**src/design/ftnb_fifo.sv**
```systemverilog
module ftnb_fifo #(
   parameter int WIDTH = 8,
   parameter int DEPTH = 2
) (
   input  logic             clock,
   input  logic             reset,
   input  logic             push,
   input  logic [WIDTH-1:0] push_data,
   output logic             full,
   input  logic             pop,
   output logic             pop_valid,
   output logic [WIDTH-1:0] pop_data
);
   localparam int AW = (DEPTH > 1) ? $clog2(DEPTH) : 1;
   localparam int NW = $clog2(DEPTH + 1);

   logic [WIDTH-1:0] entry_ff [DEPTH];
   logic [AW-1:0]    wr_ptr_ff;
   logic [AW-1:0]    rd_ptr_ff;
   logic [NW-1:0]    count_ff;

   assign full      = (count_ff == NW'(DEPTH));
   assign pop_valid = (count_ff != '0);
   assign pop_data  = entry_ff[rd_ptr_ff];

   always_ff @(posedge clock) begin
      if (reset) begin
         wr_ptr_ff <= '0;
         rd_ptr_ff <= '0;
         count_ff  <= '0;
      end else begin
         if (push) begin
            entry_ff[wr_ptr_ff] <= push_data;
            wr_ptr_ff <= (wr_ptr_ff == AW'(DEPTH - 1)) ? '0 : wr_ptr_ff + 1'b1;
         end
         if (pop) begin
            rd_ptr_ff <= (rd_ptr_ff == AW'(DEPTH - 1)) ? '0 : rd_ptr_ff + 1'b1;
         end
         if (push && !pop) begin
            count_ff <= count_ff + 1'b1;
         end else if (pop && !push) begin
            count_ff <= count_ff - 1'b1;
         end
      end
   end

endmodule

```
**config.mk**
```make
export PLATFORM = sky130hd
export DESIGN_NAME = ftnb_fifo
export DESIGN_NICKNAME = d
export VERILOG_FILES = /design/src/design/ftnb_fifo.sv
export SDC_FILE = /design/constraint.sdc
export NUM_CORES = 1
export LEC_CHECK = 0
export BUFFER_PORTS_ARGS = -buffer_cell sky130_fd_sc_hd__clkbuf_2
export CAP_MARGIN = 40
export CORE_UTILIZATION = 49
export CTS_CLUSTER_SIZE = 14
export DETAILED_ROUTE_END_ITERATION = 10
export GPL_TIMING_DRIVEN = 1
export PLACE_DENSITY = 0.76
export SYNTH_ARGS = -nofsm -noshare
export SYNTH_HDL_FRONTEND = slang
export SYNTH_SLANG_ARGS = --single-unit
```
**constraint.sdc**
```tcl
create_clock -name clock -period 4.1 [get_ports clock]
set_clock_uncertainty 0.2 [all_clocks]
set_input_delay 1.23 -clock clock [delete_from_list [all_inputs] [get_ports clock]]
set_output_delay 1.23 -clock clock [all_outputs]
set_load 0.005 [all_outputs]
```
==> results.md <==
- Reg power frac: 0.636
- Crit path launch type: flip-flop
- Reg-to-reg startpoint: wr_ptr_ff
- DRC violations left: 0
- Num CTS Buffers: 3
- Area grow syn2layout: 19.65%
- Status: finished, final reports clean
- Wire length per cell: 12.73 µm
- Slew margin rel.: 0.7411
- Initial core utilization: 0.5241
- Register-to-register setup slack: 2.78 ns
- Fin crit period: 2.755 ns
- Worst VDD drop: 0.2369 mV
- Synth cell types: 16
- Area leader, netlist: edfxtp_1
- Htree depth: 1
- Mean Syn Cell Area: 16.80 µm²
- Cell count after synthesis: 47
- Clk pwr share: 0.241
- I/O Pins: 22
- Crit Path Category: reg2out
- Fin worst setup slack: 1.345 ns
- Port Buf Inserts: 21
- Number of synthesized flops with an enable pin: 16
- Fmax: 0.3629 GHz
- Req. time, crit path: 2.67 ns
- Worst EP arrival: 1.33 ns
- Placed cells: 84
- Highest cell delay on the worst timing path: 0.55 ns
- Total of max-cap violations: 0
- P_int: 0.0003061 W
- R2R cell count: 1
- CP Max Fanout: 8
- Largest net degree at the start of global routing: 13
- Placement Cell Area: 917.1 µm²
- Setup violations, final: 0
- Sw Ratio: 0.2211
- First-pass GRT wire length: 1.869 mm
- Syn Nets: 60
- Yosys warning total: 0
- Hold Path Class: reg2reg
- Initial antenna violation count: 0
- Clk_lat worst skew: 0.29 ns
- Mapped Area: 789.5 µm²
- Hold_sp: count_ff[1]
- Slew at the pin with the worst max-slew slack: 0.3884 ns
- FFs w/ async S/R, synth: 0
- Vert. Die Dim: 42.14 µm
- Reg2reg end: entry_ff[1][1]
- Total power: 0.0003930 W
- Row cnt: 14
- Top-count cell post-synth: edfxtp_1
- Final worst path period share: 0.6721
- Placement Setup Slack: 1.645 ns
- Vias in the first global route: 462
- DR vias: 450
- Post-route insts no fill: 88
- Clock sinks: 21
- Drt total wl: 1.120 mm
- Largest cells by area after synthesis: edfxtp_1, dfxtp_1, mux2_2
- Critical path endpoint category: output pin
- Initial DRC Count: 6
- Cell Chain, Critical Path: mux2_2 > clkbuf_2
- Power share of the combinational group: 0.123
- Hold EP: count_ff[1]
- #FFs+latches synth: 21
- CTS Buffer Depth: 2
- Fraction of layout cells with a size suffix above 1: 0.5000
- Root buf cell: clkbuf_4
- Cell area after layout: 944.7 µm²
- CTS tree: yes
- Post-CTS Setup Inserts: 0
- # hold bufs at CTS: 0
- DRT antenna net count: 0
- Fillers: 132
- Final #Nets: 86
- Synth cell count leaders: edfxtp_1, mux2_2, dfxtp_1, nor2_1
- Max Slew Vio Count: 0
- Die width: 42.14 µm
- Slowest-stage cell, CP: dfxtp_1
- Synth top area share: 0.6086
- Primary FF master, synth: edfxtp_1
- Sw power: 0.00008691 W
- Routability cong.: 0.6312
- Via/cell ratio: 5.114
- Sequential share of the synthesized area: 0.7353
- Core ar.: 0.001506 mm²
- N_diodes: 0
- Sum Neg Setup Slack: 0 ns
- RSZ-0062 raised after global routing: no
- Die area: 0.001776 mm²
- Clock slew at reported path FFs: 0.11 ns
- First-pass DRT Iterations: 3
- Pwr dens: 416.1 mW/mm²
- Gr usage total: 0.1488
- Final Hold Vio Count: 0
- Post-CTS Resized: 0
- Aggregate global routing overflow: 0
- LEAKAGE: 0.3879 nW
- Hold Path Depth: 2
worst max path at each step:
stage / from / to / cells past startpoint
after global placement: flip-flop / pop_data[5] / 2
after global routing: flip-flop / pop_data[6] / 2
final: flip-flop / pop_data[6] / 2
after detailed placement: flip-flop / pop_data[5] / 2
after CTS: flip-flop / pop_data[5] / 2
after floorplan: push / entry_ff[0][0] / 1
power groups by stage:
stage / sequential [W] / combinational [W] / clock [W]
after floorplan: 0.000251 / 0.0000306 / 0
after global placement: 0.000254 / 0.0000472 / 0
after detailed placement: 0.000255 / 0.0000488 / 0
after CTS: 0.000250 / 0.0000491 / 0.000101
after global routing: 0.000252 / 0.0000536 / 0.000106
final: 0.000250 / 0.0000482 / 0.0000949
per-stage QoR:
stage | hold WS, ns | util
after floorplan | 0.2564 | -
after global placement | 0.2854 | 0.6088
after detailed placement | 0.3123 | 0.6088
after CTS | 0.3282 | 0.6271
after global routing | 0.3768 | 0.6271
final | 0.3252 | 0.6271
routing by layer:
layer,wire (µm),up-vias,global-route usage
met5,0,-,0
met4,15,0,0.09375
li1,-,223,-
met1,514,212,0.1882
met2,548,13,0.2344
met3,41,2,0.03017
state kept, by name (all words and copies together), names as in the netlist, named ones only:
name / count
rd_ptr_ff: 1
count_ff: 2
entry_ff: 16
wr_ptr_ff: 1
cell usage in the layout, fill, tap and decap left out, drive strengths merged:
cell,instances
or3,1
or2,1
and2b,1
o21ai,1
xnor2,2
mux2,8
xor2,2
a21oi,1
nor3b,1
clkbuf,24
dfxtp,5
edfxtp,16
nor2,4
and3b,1
ha,1
buf,1
inv,1
clkinv,1
worst max-delay path: cells and delay by family, from the launching register on:
family,cells,cell delay (ns)
muxes,1,0.38
DFF,1,0.55
buffers and inverters,1,0.11
layout make-up:
cell class | instances | area [µm²] | area share
sequential | 21 | 580.6 | 0.6146
timing repair buffer | 22 | 112.6 | 0.1192
clock inverter | 1 | 5.005 | 0.005298
multi-input combinational | 24 | 200.2 | 0.2119
clock buffer | 3 | 22.52 | 0.02384
tap | 16 | 20.02 | 0.02119
inverter | 1 | 3.754 | 0.003974
cell families (layout without fill, tap and decap cells):
| group | after synthesis | after routing | share of synthesized area |
|---|---|---|---|
| flip-flops | 21 | 21 | 0.7353 |
| AND/OR/NAND/NOR | 9 | 9 | 0.06657 |
| multiplexers | 8 | 8 | 0.1141 |
| XOR/XNOR | 4 | 4 | 0.04438 |
| AO/OA/AOI/OAI | 2 | 2 | 0.01267 |
| buffers and inverters | 2 | 27 | 0.01108 |
| adder cells (fa/ha/maj) | 1 | 1 | 0.01585 |
Power figures use the tool's default switching activity.
