--- config.mk ---
export PLATFORM = sky130hd
export DESIGN_NAME = ftnb_front
export DESIGN_NICKNAME = d
export VERILOG_FILES = /design/src/design/ftnb_front.sv
export SDC_FILE = /design/constraint.sdc
export NUM_CORES = 2
export LEC_CHECK = 0
export BUFFER_PORTS_ARGS = -buffer_cell sky130_fd_sc_hd__buf_2
export CORE_MARGIN = 2
export CORE_UTILIZATION = 40
export CTS_CLUSTER_DIAMETER = 80
export DETAILED_ROUTE_END_ITERATION = 10
export GPL_TIMING_DRIVEN = 0
export PLACE_DENSITY_LB_ADDON = 0.1
export SLEW_MARGIN = 20
export SYNTH_ARGS = -nofsm -noshare
export SYNTH_HDL_FRONTEND = slang
export SYNTH_SLANG_ARGS = --single-unit
--- constraint.sdc ---
create_clock -name clock -period 16.35 [get_ports clock]
set_input_delay 2.4525 -clock clock [delete_from_list [all_inputs] [get_ports clock]]
set_output_delay 2.4525 -clock clock [all_outputs]
set_load 0.05 [all_outputs]
--- src/design/ftnb_front.sv ---
module ftnb_front #(
   parameter int COORD_BITS = 24
) (
   input  logic                      clock,
   input  logic                      reset,
   input  logic                      req_valid,
   output logic                      req_ready,
   input  logic [12*COORD_BITS-1:0]  face,
   input  logic                      queue_full,
   output logic                      push,
   output logic [18*COORD_BITS:0]    push_data
);
   localparam int CB = COORD_BITS;

   logic                 box_valid_ff;
   logic signed [CB-1:0] box_min_ff [3];
   logic signed [CB-1:0] box_max_ff [3];
   logic signed [CB-1:0] box_min_in [3];
   logic signed [CB-1:0] box_max_in [3];
   logic signed [CB-1:0] pt [4][3];
   logic                 is_tri;

   assign req_ready = !queue_full;
   assign push      = req_valid && !queue_full;

   always_comb begin
      for (int c = 0; c < 4; c++) begin
         for (int i = 0; i < 3; i++) begin
            pt[c][i] = signed'(face[(c*3+i)*CB +: CB]);
         end
      end
      is_tri = 1'b1;
      for (int i = 0; i < 3; i++) begin
         if (pt[2][i] != pt[3][i]) begin
            is_tri = 1'b0;
         end
      end
      // The first face after reset starts the box from its own corner 0.
      for (int i = 0; i < 3; i++) begin
         box_min_in[i] = box_valid_ff ? box_min_ff[i] : pt[0][i];
         box_max_in[i] = box_valid_ff ? box_max_ff[i] : pt[0][i];
         for (int c = 0; c < 4; c++) begin
            if (pt[c][i] < box_min_in[i]) begin
               box_min_in[i] = pt[c][i];
            end
            if (pt[c][i] > box_max_in[i]) begin
               box_max_in[i] = pt[c][i];
            end
         end
      end
      push_data = {is_tri,
                   box_max_in[2], box_max_in[1], box_max_in[0],
                   box_min_in[2], box_min_in[1], box_min_in[0],
                   face};
   end

   always_ff @(posedge clock) begin
      if (reset) begin
         box_valid_ff <= 1'b0;
         for (int i = 0; i < 3; i++) begin
            box_min_ff[i] <= '0;
            box_max_ff[i] <= '0;
         end
      end else if (push) begin
         box_valid_ff <= 1'b1;
         for (int i = 0; i < 3; i++) begin
            box_min_ff[i] <= box_min_in[i];
            box_max_ff[i] <= box_max_in[i];
         end
      end
   end

endmodule

==> impl_metrics.py <==
metrics = {
    "run_status": {
        "outcome": "complete, no violations",
    },
    "timing": {
        "fin_tns_setup_ns": 0,
        "max_clock_skew_ns": 0.01703,
        "setup_viol": 0,
        "tightest_slew_ns": 0.9949,
        "final-hold-violation-count": 0,
        "post-route-min-period_ns": 16.01,
        "timing.slew.headroom_pct": 32.74,
        "hold_ws_ns": 1.109,
        "clock.fmax_mhz": 62.47,
        "layout_worst_path_cycle_share_pct": 97.91,
        "final_max_slew_viol_count": 0,
    },
    "detailed_routing": {
        "post_drt_wl_per_cell_um": 25.84,
        "detail_route.drc_violations": 0,
        "detailroute.via_count": 34800,
        "via_per_inst": 5.811,
        "detail_route.first_pass.iterations": 6,
        "postRouteAntennaNets": 0,
        "final_wirelength_mm": 154.7,
        "drt-initial-drc-count": 3384,
    },
    "cts": {
        "cts_inserted_buffers": 17,
        "postCtsHoldBufs": 0,
        "clk-insertion-delay-late_ns": 0.50,
        "tritoncts": "done",
        "clockRootBuffer": "sky130_fd_sc_hd__clkbuf_16",
        "tritoncts_num_sinks": 145,
        "cts-htree-levels": 4,
        "cts_max_path_buffers": 2,
        "cts.clk_slew.worst_paths_ns": 0.06,
    },
    "critical_path": {
        "cp.required_ns": 13.90,
        "timing.critical_path.depth": 58,
        "critPathTopFamily": "compound AO/OA/AOI/OAI gates",
        "setup.worst_path.start": "face[45]",
        "reg2reg_to": "box_max_ff[0][9]",
        "crit_buf_inv": 11,
        "crit_slowest_cell": "sky130_fd_sc_hd__or4_1",
        "regToRegSetupSlack_ns": 2.98,
        "crit_path_end_kind": "output port",
        "reg2regPathDepth": 63,
        "crit_fanout": 10,
        "crit_path_max_incr_delay_ns": 0.48,
        "worst_r2r_startpoint": "box_valid_ff",
        "worstPathArrival_ns": 13.56,
        "timing.critical_path.from_type": "input port",
        "worst-setup-path-type": "input port to output port",
        "end_point_of_the_critical_path": "push_data[397]",
    },
    "layout": {
        "top_library_cells_by_usage_in_the_layout_fill_and_taps_aside": "680 x sky130_fd_sc_hd__buf_2, 546 x sky130_fd_sc_hd__ha_1, 431 x sky130_fd_sc_hd__buf_4, 361 x sky130_fd_sc_hd__inv_1, 336 x sky130_fd_sc_hd__a21oi_1",
        "final_cell_count_no_fill": 5988,
        "layout-area-overhead-vs-synth_pct": 25.81,
        "drive_gt1_share_pct": 32.95,
        "fin_nets": 5759,
        "most_frequent_standard_cell_in_the_layout_excluding_fill_and_tap_cells": "sky130_fd_sc_hd__buf_2",
    },
    "yosys": {
        "synth-edff-count": 144,
        "synthesis.nets": 4950,
        "syn-mean-instance-area_um2": 7.777,
        "synth.distinct_cells": 79,
        "mux_contribution_to_synthesized_area_pct": 9.901,
        "syn_inst": 4106,
        "synthXorXnorAreaFrac_pct": 2.139,
        "synth-warning-count": 0,
        "synth_area_um2": 31930,
        "ys_async_sr_fraction_pct": 0,
        "synth-compound-area-share_pct": 20.62,
        "synth-simple-area-share_pct": 18.53,
        "synth-adder-area-share_pct": 21.73,
        "dominantRegCellSynth": "sky130_fd_sc_hd__edfxtp_1",
        "synth_seq_cells": 145,
        "synth.yosys.seq_area_share_pct": 13.60,
        "main_combinational_cell_family_by_area_after_synthesis": "adder cells",
    },
    "global_route": {
        "global_route.overflow_total": 0,
        "grt_max_degree": 45,
        "grt_pass1_vias": 32540,
        "grt_pass1_wl_mm": 218.6,
        "grt_util_all_layers_pct": 36.25,
        "grt_antenna_before_repair": 17,
    },
    "die": {
        "coreArea_um2": 79000,
        "boundaryPins": 727,
        "die-area_um2": 82110,
        "floorplan.initialDensity_pct": 40.42,
        "die_w_um": 286.5,
        "chipHeight_um": 286.5,
        "core.rowCount": 103,
    },
    "power": {
        "internal_power_mw": 2.984,
        "p_per_area_nw_per_um2": 187.6,
        "switching_part_of_the_total_pct": 60.40,
        "share_comb_of_total_power_pct": 87.6,
        "p_sw_mw": 4.551,
        "finalPower_mw": 7.535,
        "seq_power_share_pct": 6.7,
        "pwr-share-clk_pct": 5.7,
        "vdd_drop_max_mv": 0.1759,
        "power.leakage_nw": 20.20,
    },
    "placed_design": {
        "routabilityCongestion": 0.9791,
        "placed_cells_incl_taps": 5885,
        "place.port_buffers": 726,
        "post_detail_place_hpwl_mm": 129.3,
    },
    "flow_run": {
        "cap_violations": 0,
    },
    "min_path": {
        "hp-class": "register to register",
    },
}
routing by layer:
layer / global-route usage (%) / vias up / part of all wire (%)
met1: 47.74 / 16410 / 42
met5: 0 / - / 0.022
met4: 13.65 / 6 / 3.8
li1: - / 16340 / -
met3: 6.097 / 259 / 8.6
met2: 59.13 / 1781 / 46
cells in the mapped netlist (8+ instances only):
library cell / count / area [um^2]
sky130_fd_sc_hd__a31oi_1: 9 / 56.30
sky130_fd_sc_hd__xnor2_1: 45 / 394.1
sky130_fd_sc_hd__o31ai_1: 8 / 60.06
sky130_fd_sc_hd__nand4_1: 126 / 788.3
sky130_fd_sc_hd__buf_1: 26 / 97.59
sky130_fd_sc_hd__a2111oi_0: 29 / 254.0
sky130_fd_sc_hd__edfxtp_1: 144 / 4324
sky130_fd_sc_hd__mux2i_1: 146 / 1461
sky130_fd_sc_hd__buf_2: 21 / 105.1
sky130_fd_sc_hd__ha_1: 552 / 6907
sky130_fd_sc_hd__a21o_1: 143 / 1074
sky130_fd_sc_hd__nand3_1: 115 / 575.6
sky130_fd_sc_hd__a311oi_1: 26 / 227.7
sky130_fd_sc_hd__o211ai_1: 42 / 315.3
sky130_fd_sc_hd__nor2_1: 217 / 814.5
sky130_fd_sc_hd__and3_1: 39 / 244.0
sky130_fd_sc_hd__o211ai_2: 19 / 237.7
sky130_fd_sc_hd__a21oi_1: 390 / 1952
sky130_fd_sc_hd__inv_1: 363 / 1363
sky130_fd_sc_hd__nor2b_1: 105 / 656.9
sky130_fd_sc_hd__nor4_1: 40 / 250.2
sky130_fd_sc_hd__or2_2: 9 / 56.30
sky130_fd_sc_hd__a211o_1: 10 / 87.58
sky130_fd_sc_hd__nand3b_1: 11 / 82.58
sky130_fd_sc_hd__mux2_2: 144 / 1622
sky130_fd_sc_hd__and2_1: 88 / 550.5
sky130_fd_sc_hd__nand2_1: 224 / 840.8
sky130_fd_sc_hd__and4_1: 16 / 140.1
sky130_fd_sc_hd__xor2_1: 33 / 289.0
sky130_fd_sc_hd__buf_4: 289 / 2170
sky130_fd_sc_hd__nand2b_1: 38 / 237.7
sky130_fd_sc_hd__nor3_1: 55 / 275.3
sky130_fd_sc_hd__o21ai_1: 16 / 80.08
sky130_fd_sc_hd__or4_1: 20 / 150.1
sky130_fd_sc_hd__o21ai_0: 237 / 1186
sky130_fd_sc_hd__or3_1: 30 / 187.7
sky130_fd_sc_hd__a211oi_1: 17 / 127.6
sky130_fd_sc_hd__o21a_1: 29 / 217.7
sky130_fd_sc_hd__a221oi_1: 10 / 87.58
sky130_fd_sc_hd__clkbuf_1: 134 / 503.0
worst min-delay path by stage:
stage | slack (ns) | cells past startpoint | endpoint | start
final | 1.11 | 6 | box_max_ff[0][1] | box_max_ff[0][1]
after global routing | 1.21 | 6 | box_max_ff[0][1] | box_max_ff[0][1]
after CTS | 1.12 | 6 | box_max_ff[0][1] | box_max_ff[0][1]
after detailed placement | 1.23 | 6 | box_max_ff[0][1] | box_max_ff[0][1]
after global placement | 1.22 | 6 | box_max_ff[0][1] | box_max_ff[0][1]
after floorplan | 1.03 | 6 | box_max_ff[0][11] | box_max_ff[0][11]
power groups by stage:
stage	clock, mW	sequential [mW]	combinational [mW]
floorplan	0	0.495	4.12
CTS	0.429	0.502	6.20
finish	0.429	0.504	6.60
detailed placement	0	0.509	5.80
global placement	0	0.512	5.78
global route	0.441	0.506	6.98
cell type report:
cell class / instances / area (um^2)
Timing Repair Buffer: 802 / 4483
Inverter: 363 / 1363
Sequential cell: 145 / 4345
Multi-Input combinational cell: 3122 / 24610
Clock inverter: 14 / 165.2
Clock buffer: 18 / 429.2
Tap cell: 1050 / 1314
Buffer: 464 / 3443
Fill cell: 7917 / 38820
Antenna cell: 10 / 25.02
tightest hold or removal path: stages (launching register included):
cell and delay, ns:
sky130_fd_sc_hd__edfxtp_1 0.35, sky130_fd_sc_hd__a21oi_2 0.07, sky130_fd_sc_hd__a21oi_1 0.14, sky130_fd_sc_hd__inv_1 0.09, sky130_fd_sc_hd__o21ai_4 0.20, sky130_fd_sc_hd__nand3b_1 0.08
sky130_fd_sc_hd__nand3_1 0.07
stage by stage:
| stage | setup slack (ns) | utilization (%) | cell area, um^2 |
|---|---|---|---|
| 2_1_floorplan | 0.2055 | - | 31930 |
| 3_3_place_gp | -5.205 | 46.68 | 36880 |
| 3_5_place_dp | -5.128 | 46.78 | 36950 |
| 4_1_cts | 0.007196 | 49.29 | 38940 |
| 5_1_grt | -0.09313 | 50.84 | 40160 |
| 6_report | 0.3423 | 50.85 | 40170 |
flip-flops by register name, indices dropped and copies added, names as in the netlist:
| register | count |
|---|---|
| box_min_ff | 72 |
| box_max_ff | 72 |
| box_valid_ff | 1 |
cell families after synthesis:
| logic type | after synthesis |
|---|---|
| xor+xnor | 78 |
| mux | 297 |
| simple gates | 1140 |
| buf+inv | 839 |
| compound gates | 1052 |
| fa+ha+maj | 555 |
| flops | 145 |
what timing repair did:
item / CTS / global route
pin swaps: 24 / 59
buffers inserted: 33 / 39
cloned: 0 / 1
setup endpoints to repair: 280 / 144
resized for setup: 393 / 330
(Power assumes the default switching activity.)
